==> src/sv/crf_pkg.sv <==
package crf_pkg;

  localparam int MAX_CYCLE_DEF = 64;
  localparam int SENS_W        = 16;
  localparam int CLEN_W        = 7;
  localparam int SAMPLE_W      = 16;
  localparam int QUOT_W        = 17;
  localparam int OUT_W         = 6;
  localparam int LEN_W         = 25;
  localparam logic [LEN_W-1:0] LEN_CAP = 25'h100_0000;
  localparam int CFG_IDX_W     = 8;

  localparam logic [CFG_IDX_W-1:0] REG_SENS = 8'd0;
  localparam logic [CFG_IDX_W-1:0] REG_CLEN = 8'd1;

  typedef enum logic [3:0] {
    CMD_NONE,
    CMD_LOAD,
    CMD_RUN,
    CMD_MERGE,
    CMD_INIT_RD,
    CMD_INIT_CMP,
    CMD_PASS_SETUP,
    CMD_RD_CUR,
    CMD_RD_NXT,
    CMD_STEP,
    CMD_RANK,
    CMD_PASS_END,
    CMD_OUT_RD,
    CMD_OUT
  } cmd_t;

  typedef struct packed {
    logic div_done;
    logic last_sample;
    logic init_more;
    logic pass_more;
    logic pass_done;
    logic out_free;
  } stat_t;

endpackage

==> src/sv/crf_ctrl.sv <==
module crf_ctrl (
  input  logic            clk,
  input  logic            rst_n,
  input  logic            in_tvalid,
  output logic            in_tready,
  input  crf_pkg::stat_t  stat,
  output crf_pkg::cmd_t   cmd
);
  import crf_pkg::*;

  typedef enum logic [3:0] {
    S_IDLE, S_DIV, S_RUN, S_MERGE, S_ICHK, S_IRD, S_ICMP, S_PCHK,
    S_PSET, S_RDC, S_RDN, S_STEP, S_RANK, S_PEND, S_ORD, S_OUT
  } state_t;

  state_t state_r, state_nxt;

  // sequence the load, run coding, candidate setup and reduction passes
  always_comb begin
    state_nxt = state_r;
    cmd       = CMD_NONE;
    case (state_r)
      S_IDLE: if (in_tvalid) begin
        cmd       = CMD_LOAD;
        state_nxt = S_DIV;
      end
      S_DIV:  if (stat.div_done) state_nxt = S_RUN;
      S_RUN: begin
        cmd       = CMD_RUN;
        state_nxt = stat.last_sample ? S_MERGE : S_IDLE;
      end
      S_MERGE: begin
        cmd       = CMD_MERGE;
        state_nxt = S_ICHK;
      end
      S_ICHK: state_nxt = stat.init_more ? S_IRD : S_PCHK;
      S_IRD: begin
        cmd       = CMD_INIT_RD;
        state_nxt = S_ICMP;
      end
      S_ICMP: begin
        cmd       = CMD_INIT_CMP;
        state_nxt = S_ICHK;
      end
      S_PCHK: state_nxt = stat.pass_more ? S_PSET : S_ORD;
      S_PSET: begin
        cmd       = CMD_PASS_SETUP;
        state_nxt = S_RDC;
      end
      S_RDC: begin
        cmd       = CMD_RD_CUR;
        state_nxt = S_RDN;
      end
      S_RDN: begin
        cmd       = CMD_RD_NXT;
        state_nxt = S_STEP;
      end
      S_STEP: begin
        cmd       = CMD_STEP;
        state_nxt = S_RANK;
      end
      S_RANK: begin
        cmd       = CMD_RANK;
        state_nxt = S_PEND;
      end
      S_PEND: if (stat.pass_done) begin
        cmd       = CMD_PASS_END;
        state_nxt = S_PCHK;
      end else begin
        state_nxt = S_RDC;
      end
      S_ORD: begin
        cmd       = CMD_OUT_RD;
        state_nxt = S_OUT;
      end
      // hold the start-index read while the previous result is still waiting
      S_OUT: if (stat.out_free) begin
        cmd       = CMD_OUT;
        state_nxt = S_IDLE;
      end else begin
        cmd       = CMD_OUT_RD;
      end
      default: state_nxt = S_IDLE;
    endcase
  end

  always_ff @(posedge clk) begin
    if (!rst_n) state_r <= S_IDLE;
    else        state_r <= state_nxt;
  end

  assign in_tready = (state_r == S_IDLE);

endmodule

==> config.mk <==
export PLATFORM = sky130hd
export DESIGN_NAME = crf_ctrl
export DESIGN_NICKNAME = d
export VERILOG_FILES = /design/src/sv/crf_pkg.sv /design/src/sv/crf_ctrl.sv
export SDC_FILE = /design/constraint.sdc
export NUM_CORES = 1
export LEC_CHECK = 0
export ABC_AREA = 1
export BUFFER_PORTS_ARGS = -buffer_cell sky130_fd_sc_hd__buf_2
export CAP_MARGIN = 20
export CORE_AREA = 5 5 42 44
export DETAILED_ROUTE_END_ITERATION = 7
export DIE_AREA = 0 0 47 49
export HOLD_SLACK_MARGIN = 0.03
export SETUP_SLACK_MARGIN = 0.2
export SLEW_MARGIN = 15
export SYNTH_ARGS = -nofsm -noshare
export SYNTH_HDL_FRONTEND = slang
export SYNTH_SLANG_ARGS = --single-unit
==> constraint.sdc <==
create_clock -name clk -period 1.8 [get_ports clk]
set_input_delay 0.18 -clock clk [delete_from_list [all_inputs] [get_ports clk]]
set_output_delay 0.18 -clock clk [all_outputs]
set_load 0.005 [all_outputs]
# --- Word level (Yosys, flattened, before mapping) ---
# Cells that the tools add are included.
# Widths: inputs -> output; s select.
word_totals:
  reg_bits: 4
  latch_bits: 0
  mem_bits_rw: 0
  rom_bits: 0
  input_bits: 9
  output_inout_bits: 5
  n_memories: 0
classes:
  add_sub_neg: 0
  multipliers: 0
  n_div: 0
  magnitude_cmp: 0
  n_eq_ne: 18
  shift: 0
  n_mux: 12
  bitwise_logic: 0
  n_reduce_logical: 3
op_table:
  columns: ["operator", "n"]
  rows:
  - ["$pmux 4 s15", 1]
  - ["$pmux 4 s13", 1]
  - ["$eq 4x4->1 const B", 8]
  - ["$mux 4", 5]
  - ["$eq 4x3->1 const B", 4]
  - ["$eq 4x2->1 const B", 2]
  - ["$ne 2x2->1 const B", 3]
  - ["$eq 4x1->1 const B", 1]
  - ["$logic_not 4->1", 1]
  - ["$mux 2", 2]
  - ["$mux 3", 1]
  - ["$reduce_and 3->1", 1]
  - ["$mux 1", 2]
  - ["$reduce_or 2->1", 1]

# --- Longest topological paths before layout ---
# Gate-level depths: netlist of the first run.
depth:
  ltp_word: 3
  depth_mapped: 9
  mapped_depth_nobuf: 9

# --- Worst setup path before layout of the first run ---
# Ideal clock, no wire load.
synth_path:
  path_type: "register -> output"
  from: "register state_r[0]"
  to: "output port cmd[0]"
  arrival_time_ns: 0.903
  required_ns: 1.620
  path_slack_ns: 0.717
  stages_incl_launch_ff: 8
  path_cell_list: "dfxtp_1 > inv_2 > nand2_1 > inv_1 > nand2_1 > nand2_1 > a21oi_1 > nand4_1"
synth_between:
  elab_chain_cells: 2
  word_cells_on_any_way: 14
synth_rtl:
  columns: ["element", "line", "rtl"]
  rows:
  - ["start: declaration", "crf_ctrl.sv:16", "state_t state_r, state_nxt;"]
  - ["start signal: assignment", "crf_ctrl.sv:89", "else state_r <= state_nxt;"]
  - ["$eq 4x4->1 (tied with other cells)", "crf_ctrl.sv:22", "case (state_r)"]
  - ["$pmux 4 s13 *", "crf_ctrl.sv:22", null]
  - ["end: declaration", "crf_ctrl.sv:7", "output crf_pkg::cmd_t cmd"]
# Mark *: on every way between the ends. The rest lies on a longest branch, timed or not.

# --- Final worst setup path of the first run ---
layout_path:
  from: "register state_r[2]"
  to: "output port cmd[0]"
# The elaborated chain is that of the path after synthesis.

==> summary.txt, run 1 <==
Synth
  – Top post-synthesis cells by area: dfxtp_1 18%, nand2_1 18%, inv_1 14%
  – Synth area leader: dfxtp_1
  – Yosys reg bits: 4
  – YS warnings: 0
  – Mapped Avg Cell Area: 5.291 µm²
  – Netlist cell types: 16
  – Mapped cell area: 439.2 µm²
  – Seq/Total Area, Yosys: 18.23%
  – Top cell type's share of synthesized area: 18.23%
  – Syn Nets: 92
  – Cell count after synthesis: 83

Critical path
  – Cell mode on critical path: nand2_1
  – WS Path Type: flop to output pin
  – Critical Path RT: 1620 ps
  – Crit Path Max Fanout: 5
  – Arr. time, crit path: 1310 ps
  – Critical Path Start: state_r[2]
  – Worst setup EP type: output pin
  – Critical Path Start Type: flop
  – Crit-path max cell delay: 400 ps
  – Critical R2R Launch: state_r[2]
  – Crit-path cells: inv_1, nor2_2, nand2_1, nand2_1, a21oi_1, nand4_1, buf_2
  – CP max-delay cell: dfxtp_1

CTS
  – Clock transition at path regs: 40 ps
  – CTS tree: yes
  – CTS Buf Count: 3
  – Clock sink total: 4
  – CTS root buffer: clkbuf_4
  – CTS max path bufs: 2
  – H-tree Lvls: 1
  – Clk Latency, worst-skew pair: 240 ps

STA
  – RSZ-0062 raised after global routing: no
  – Final number of setup-violating endpoints: 0
  – Min Tclk post-route: 1493 ps
  – Worst Skew: 2.615 ps
  – Final Slew Violations: 0
  – Worst hold slack: 160.6 ps
  – Max-slew headroom: 82.44%
  – Final Hold Fails: 0
  – Final worst slack: 307.4 ps
  – Setup TNS: 0 ps
  – Crit share post-route: 82.92%
  – Least-Margin Pin Slew: 262.4 ps
  – Fmax achieved: 670.0 MHz

Floorplanning
  – CORE AREA: 1401 µm²
  – Initial Util: 31.34%
  – Boundary Pins: 14
  – DIE AREA: 2303 µm²
  – Die height: 49 µm
  – Die W: 47 µm
  – Row cnt: 14

Placed design
  – Pre-CTS setup slack: 474.0 ps
  – Port Buffers: 13
  – Routability cong.: 0.8652
  – DP Wirelength: 982.8 µm

Final layout
  – Fin util: 39.02%
  – Layout area overhead: 24.50%
  – Multi-input logic area: 292.8 µm²
  – Layout cells sized above 1: 28.57%
  – Top reg by flops: state_r
  – Fill count: 173
  – Regs by FF count: state_r x4
  – Register area: 82.58 µm²
  – Largest register FFs: 4
  – # diodes: 0
  – Final net count: 109

Detailed routing
  – Vias: 553
  – Detail Route Antenna Nets: 0
  – Wire length per cell: 10.35 µm
  – DR pass1 iterations: 4
  – Starting DRT DRC Count: 19
  – Drt total wl: 1180 µm
  – Via density per instance: 4.851
  – Remaining DRCs: 0

Global route
  – First-pass GRT wire length: 1945 µm
  – Vias in the first global route: 506
  – Largest net degree at the start of global routing: 9
  – Total GRT Usage: 11.33%
  – GR Overflow Total: 0
  – Initial antenna violation count: 0

Run
  – Maxcap violations: 0

Power and ir drop
  – Final Power: 0.5175 mW
  – Leakage Power: 0.3118 nW
  – Cell Pwr Density: 946.4 nW/µm²
  – Worst vdd ir: 0.5273 mV

Outcome
  – Status: complete, no violations

Min path
  – Hold_sp: rst_n
  – Hold Crit Class: input pin to flop
power by group:
part,leakage [nW],switching [mW],internal [mW],total [mW]
Combinational,0.265,0.161,0.0980,0.259
Sequential,0.0333,0.0341,0.111,0.145
Clock,0.0138,0.0382,0.0747,0.113
Total,0.312,0.233,0.284,0.517
routing by layer:
layer | up-vias | track usage (%) | wire length, µm
met5 | - | 0 | 0
li1 | 294 | - | -
met4 | 0 | 6.452 | 28
met1 | 230 | 13.82 | 476
met2 | 25 | 16.29 | 531
met3 | 4 | 4.428 | 143
logic make-up (layout without fill, tap and decap cells):
family                 Yosys count  after routing  synth area share [%]
buffers and inverters           18             33                 16.24
AOI/OAI and AO/OA               15             15                 20.51
and+or+nand+nor                 46             46                 45.01
DFF                              4              4                 18.23
synthesized netlist by cell type:
| library cell | instances |
|---|---|
| a21oi_1 | 3 |
| buf_4 | 1 |
| dfxtp_1 | 4 |
| inv_1 | 16 |
| inv_2 | 1 |
| nand2_1 | 21 |
| nand2_2 | 3 |
| nand3_1 | 3 |
| nand4_1 | 2 |
| nor2_1 | 13 |
| nor2_2 | 3 |
| nor3_1 | 1 |
| o2111ai_1 | 1 |
| o211ai_1 | 3 |
| o21ai_0 | 7 |
| o21ai_2 | 1 |
worst max-delay path: cells and delay by family, from the launching register on:
family	cells	cell delay [ps]
DFF	1	400
and+or+nand+nor	4	420
AOI/OAI and AO/OA	1	50
buffers and inverters	2	220
final timing paths:
path,end,depth (start not counted),slack [ps]
hold reg to reg,state_r[1],4,700
hold / removal,state_r[2],3,160
setup / recovery,cmd[0],7,310
setup reg to reg,state_r[1],8,580
final cells by class:
| type | instances | area share [%] |
|---|---|---|
| well taps | 16 | 3.661 |
| clock buffers | 3 | 4.119 |
| flip-flops and latches | 4 | 15.10 |
| inverters | 17 | 11.67 |
| repair buffers | 13 | 11.90 |
| multi-input cells | 61 | 53.55 |
metrics by stage:
| stage | instance area, µm² | cells |
|---|---|---|
| 2_1_floorplan | 439.2 | 83 |
| 3_3_place_gp | 516.7 | 111 |
| 3_5_place_dp | 516.7 | 111 |
| 4_1_cts | 539.3 | 114 |
| 5_1_grt | 546.8 | 114 |
| 6_report | 546.8 | 114 |
timing repair:
| action | in CTS | in global routing |
|---|---|---|
| gates resized for setup | 0 | 4 |
| setup endpoints to repair | 0 | 3 |
| setup buffers | 0 | 0 |
| hold buffers | 0 | 0 |
cells in the final DEF (no fill, tap or decap), types with 3 or more instances in the layout:
cell and count:
o211ai_1 3, a21oi_1 3, buf_2 13, o21ai_0 7, nor2_2 4, nor2_1 12, nand2_2 4, inv_1 16
nand3_1 3, nand2_1 20, clkbuf_4 3
Note: power is estimated with default switching activity, not from simulation.
==> run 2: changes to the inputs <==
Clock period 1.8 ns to 1.3 ns, I/O delays scaled along.
==> summary.txt, run 2 (same netlist as run 1, synthesis figures left out) <==
Outcome
  – Status: complete, but fails checks
  – Failing checks: negative setup slack

STA
  – Min Tclk post-route: 1335 ps
  – Max-slew headroom: 82.06%
  – Worst hold slack: 120.3 ps
  – Crit share post-route: 102.7%
  – Least-Margin Pin Slew: 268.0 ps
  – Final Hold Fails: 0
  – Fmax achieved: 748.8 MHz
  – Final Slew Violations: 0
  – Final number of setup-violating endpoints: 5
  – RSZ-0062 raised after global routing: yes
  – Final worst slack: -35.41 ps
  – Worst Skew: 2.925 ps

Critical path
  – Crit Path Max Fanout: 5
  – Critical R2R Launch: state_r[0]
  – Critical Path RT: 1170 ps
  – Arr. time, crit path: 1210 ps
  – WS Path Type: flop to output pin
  – Critical Path Start: state_r[0]
  – Worst setup EP type: output pin
  – Critical Path Start Type: flop

Final layout
  – Top reg by flops: state_r
  – Post-route design area: 680.7 µm²
  – Most common cell after layout, fill and taps aside: nand2_1
  – Largest register FFs: 4
  – Fin util: 48.57%
  – Multi-input logic area: 346.6 µm²
  – Most frequent cells in the layout: 18 x nand2_1, 13 x buf_2, 11 x inv_1
  – Layout area overhead: 54.99%
  – Layout cells sized above 1: 48.57%
  – # diodes: 0
  – Register area: 95.09 µm²
  – Fill count: 144
  – Final net count: 116
  – Regs by FF count: state_r x4

Detailed routing
  – Starting DRT DRC Count: 8
  – DR pass1 iterations: 4
  – Remaining DRCs: 0
  – Vias: 603
  – Detail Route Antenna Nets: 0
  – Via density per instance: 4.983
  – Drt total wl: 1338 µm
  – Wire length per cell: 11.06 µm

CTS
  – Clock sink total: 4
  – Clock transition at path regs: 40 ps
  – CTS tree: yes
  – # hold bufs at CTS: 0
  – CTS root buffer: clkbuf_4
  – CTS max path bufs: 2
  – CTS Buf Count: 3
  – Clk Latency, worst-skew pair: 230 ps
  – H-tree Lvls: 1

Placed design
  – DP Wirelength: 1031 µm
  – Port Buffers: 13
  – Routability cong.: 0.8762
  – Placed instance area: 524.3 µm²

Power and ir drop
  – Final Power: 0.8503 mW
  – Combinational share of power: 55.5%
  – Net Switching: 0.3825 mW
  – Internal: 0.4678 mW
  – Sequential power share: 27.5%
  – Worst vdd ir: 0.7810 mV
  – Clock power share: 16.9%
  – Cell Pwr Density: 1249 nW/µm²
  – Leakage Power: 0.3825 nW
  – Net Sw Frac: 44.98%

Global route
  – Vias in the first global route: 595
  – Initial antenna violation count: 0
  – Largest net degree at the start of global routing: 9
  – First-pass GRT wire length: 2290 µm
  – GR Overflow Total: 0
  – Total GRT Usage: 13.02%

Min path
  – Hold Crit Class: input pin to flop
  – Hold_sp: rst_n

Run
  – Maxcap violations: 0

Floorplanning
  – Row cnt: 14
  – Die W: 47 µm
  – Boundary Pins: 14
  – CORE AREA: 1401 µm²
  – Initial Util: 31.34%
  – Die height: 49 µm
  – DIE AREA: 2303 µm²
## run 2: changes by cell type in the layout (fill, tap and decap cells not counted), sizes merged
cell  before  now
buf       13   20
## run 2: per-stage QoR
step / instances / TNS (ps) / worst slack, ps
floorplan: 83 / 0 / 217.5
global placement: 112 / 0 / 44.59
detailed placement: 112 / 0 / 26.35
CTS: 120 / -71.29 / -36.43
global route: 121 / -569.3 / -117.7
finish: 121 / -67.95 / -35.41
## run 2: area by class of cell
| class | count | share of cell area, % |
|---|---|---|
| well taps | 16 | 2.941 |
| repair buffers | 20 | 18.38 |
| flip-flops and latches | 4 | 13.97 |
| inverters | 17 | 10.48 |
| multi-input cells | 61 | 50.92 |
| clock buffers | 3 | 3.309 |
## run 2: power by group through the flow
stage               registers (mW)  clock network [mW]  logic (mW)
global placement             0.189                   0       0.363
detailed placement           0.193                   0       0.361
global route                 0.241               0.165       0.525
finish                       0.234               0.144       0.472
floorplan                    0.172                   0       0.268
CTS                          0.222               0.150       0.442
## run 2: repair_timing
item	4_1_cts	5_1_grt
buffers inserted	5	1
resized for setup	28	9
pin swaps	7	8
endpoints found under the setup margin	9	9
## run 2: path summary, 6_finish.rpt
check / end / slack (ps) / depth (start not counted)
setup / recovery: cmd[0] / -40 / 8
setup reg to reg: state_r[1] / -10 / 10
hold reg to reg: state_r[1] / 730 / 4
hold / removal: state_r[3] / 120 / 3
## run 2: per-layer routing
layer	global-route usage (%)	share of wire, %	up-vias
met5	0	0	-
met1	15.13	41	274
met2	21.27	52	16
met3	3.321	5.6	2
li1	-	-	311
met4	5.991	0.37	0
## run 2: critical path: stages (launching register included)
cell and delay [ps]:
dfxtp_4 390, inv_6 50, nand2_4 70, inv_4 40
nand2_2 50, nand2_2 60, a21oi_2 100, nand4_1 80
buf_2 130
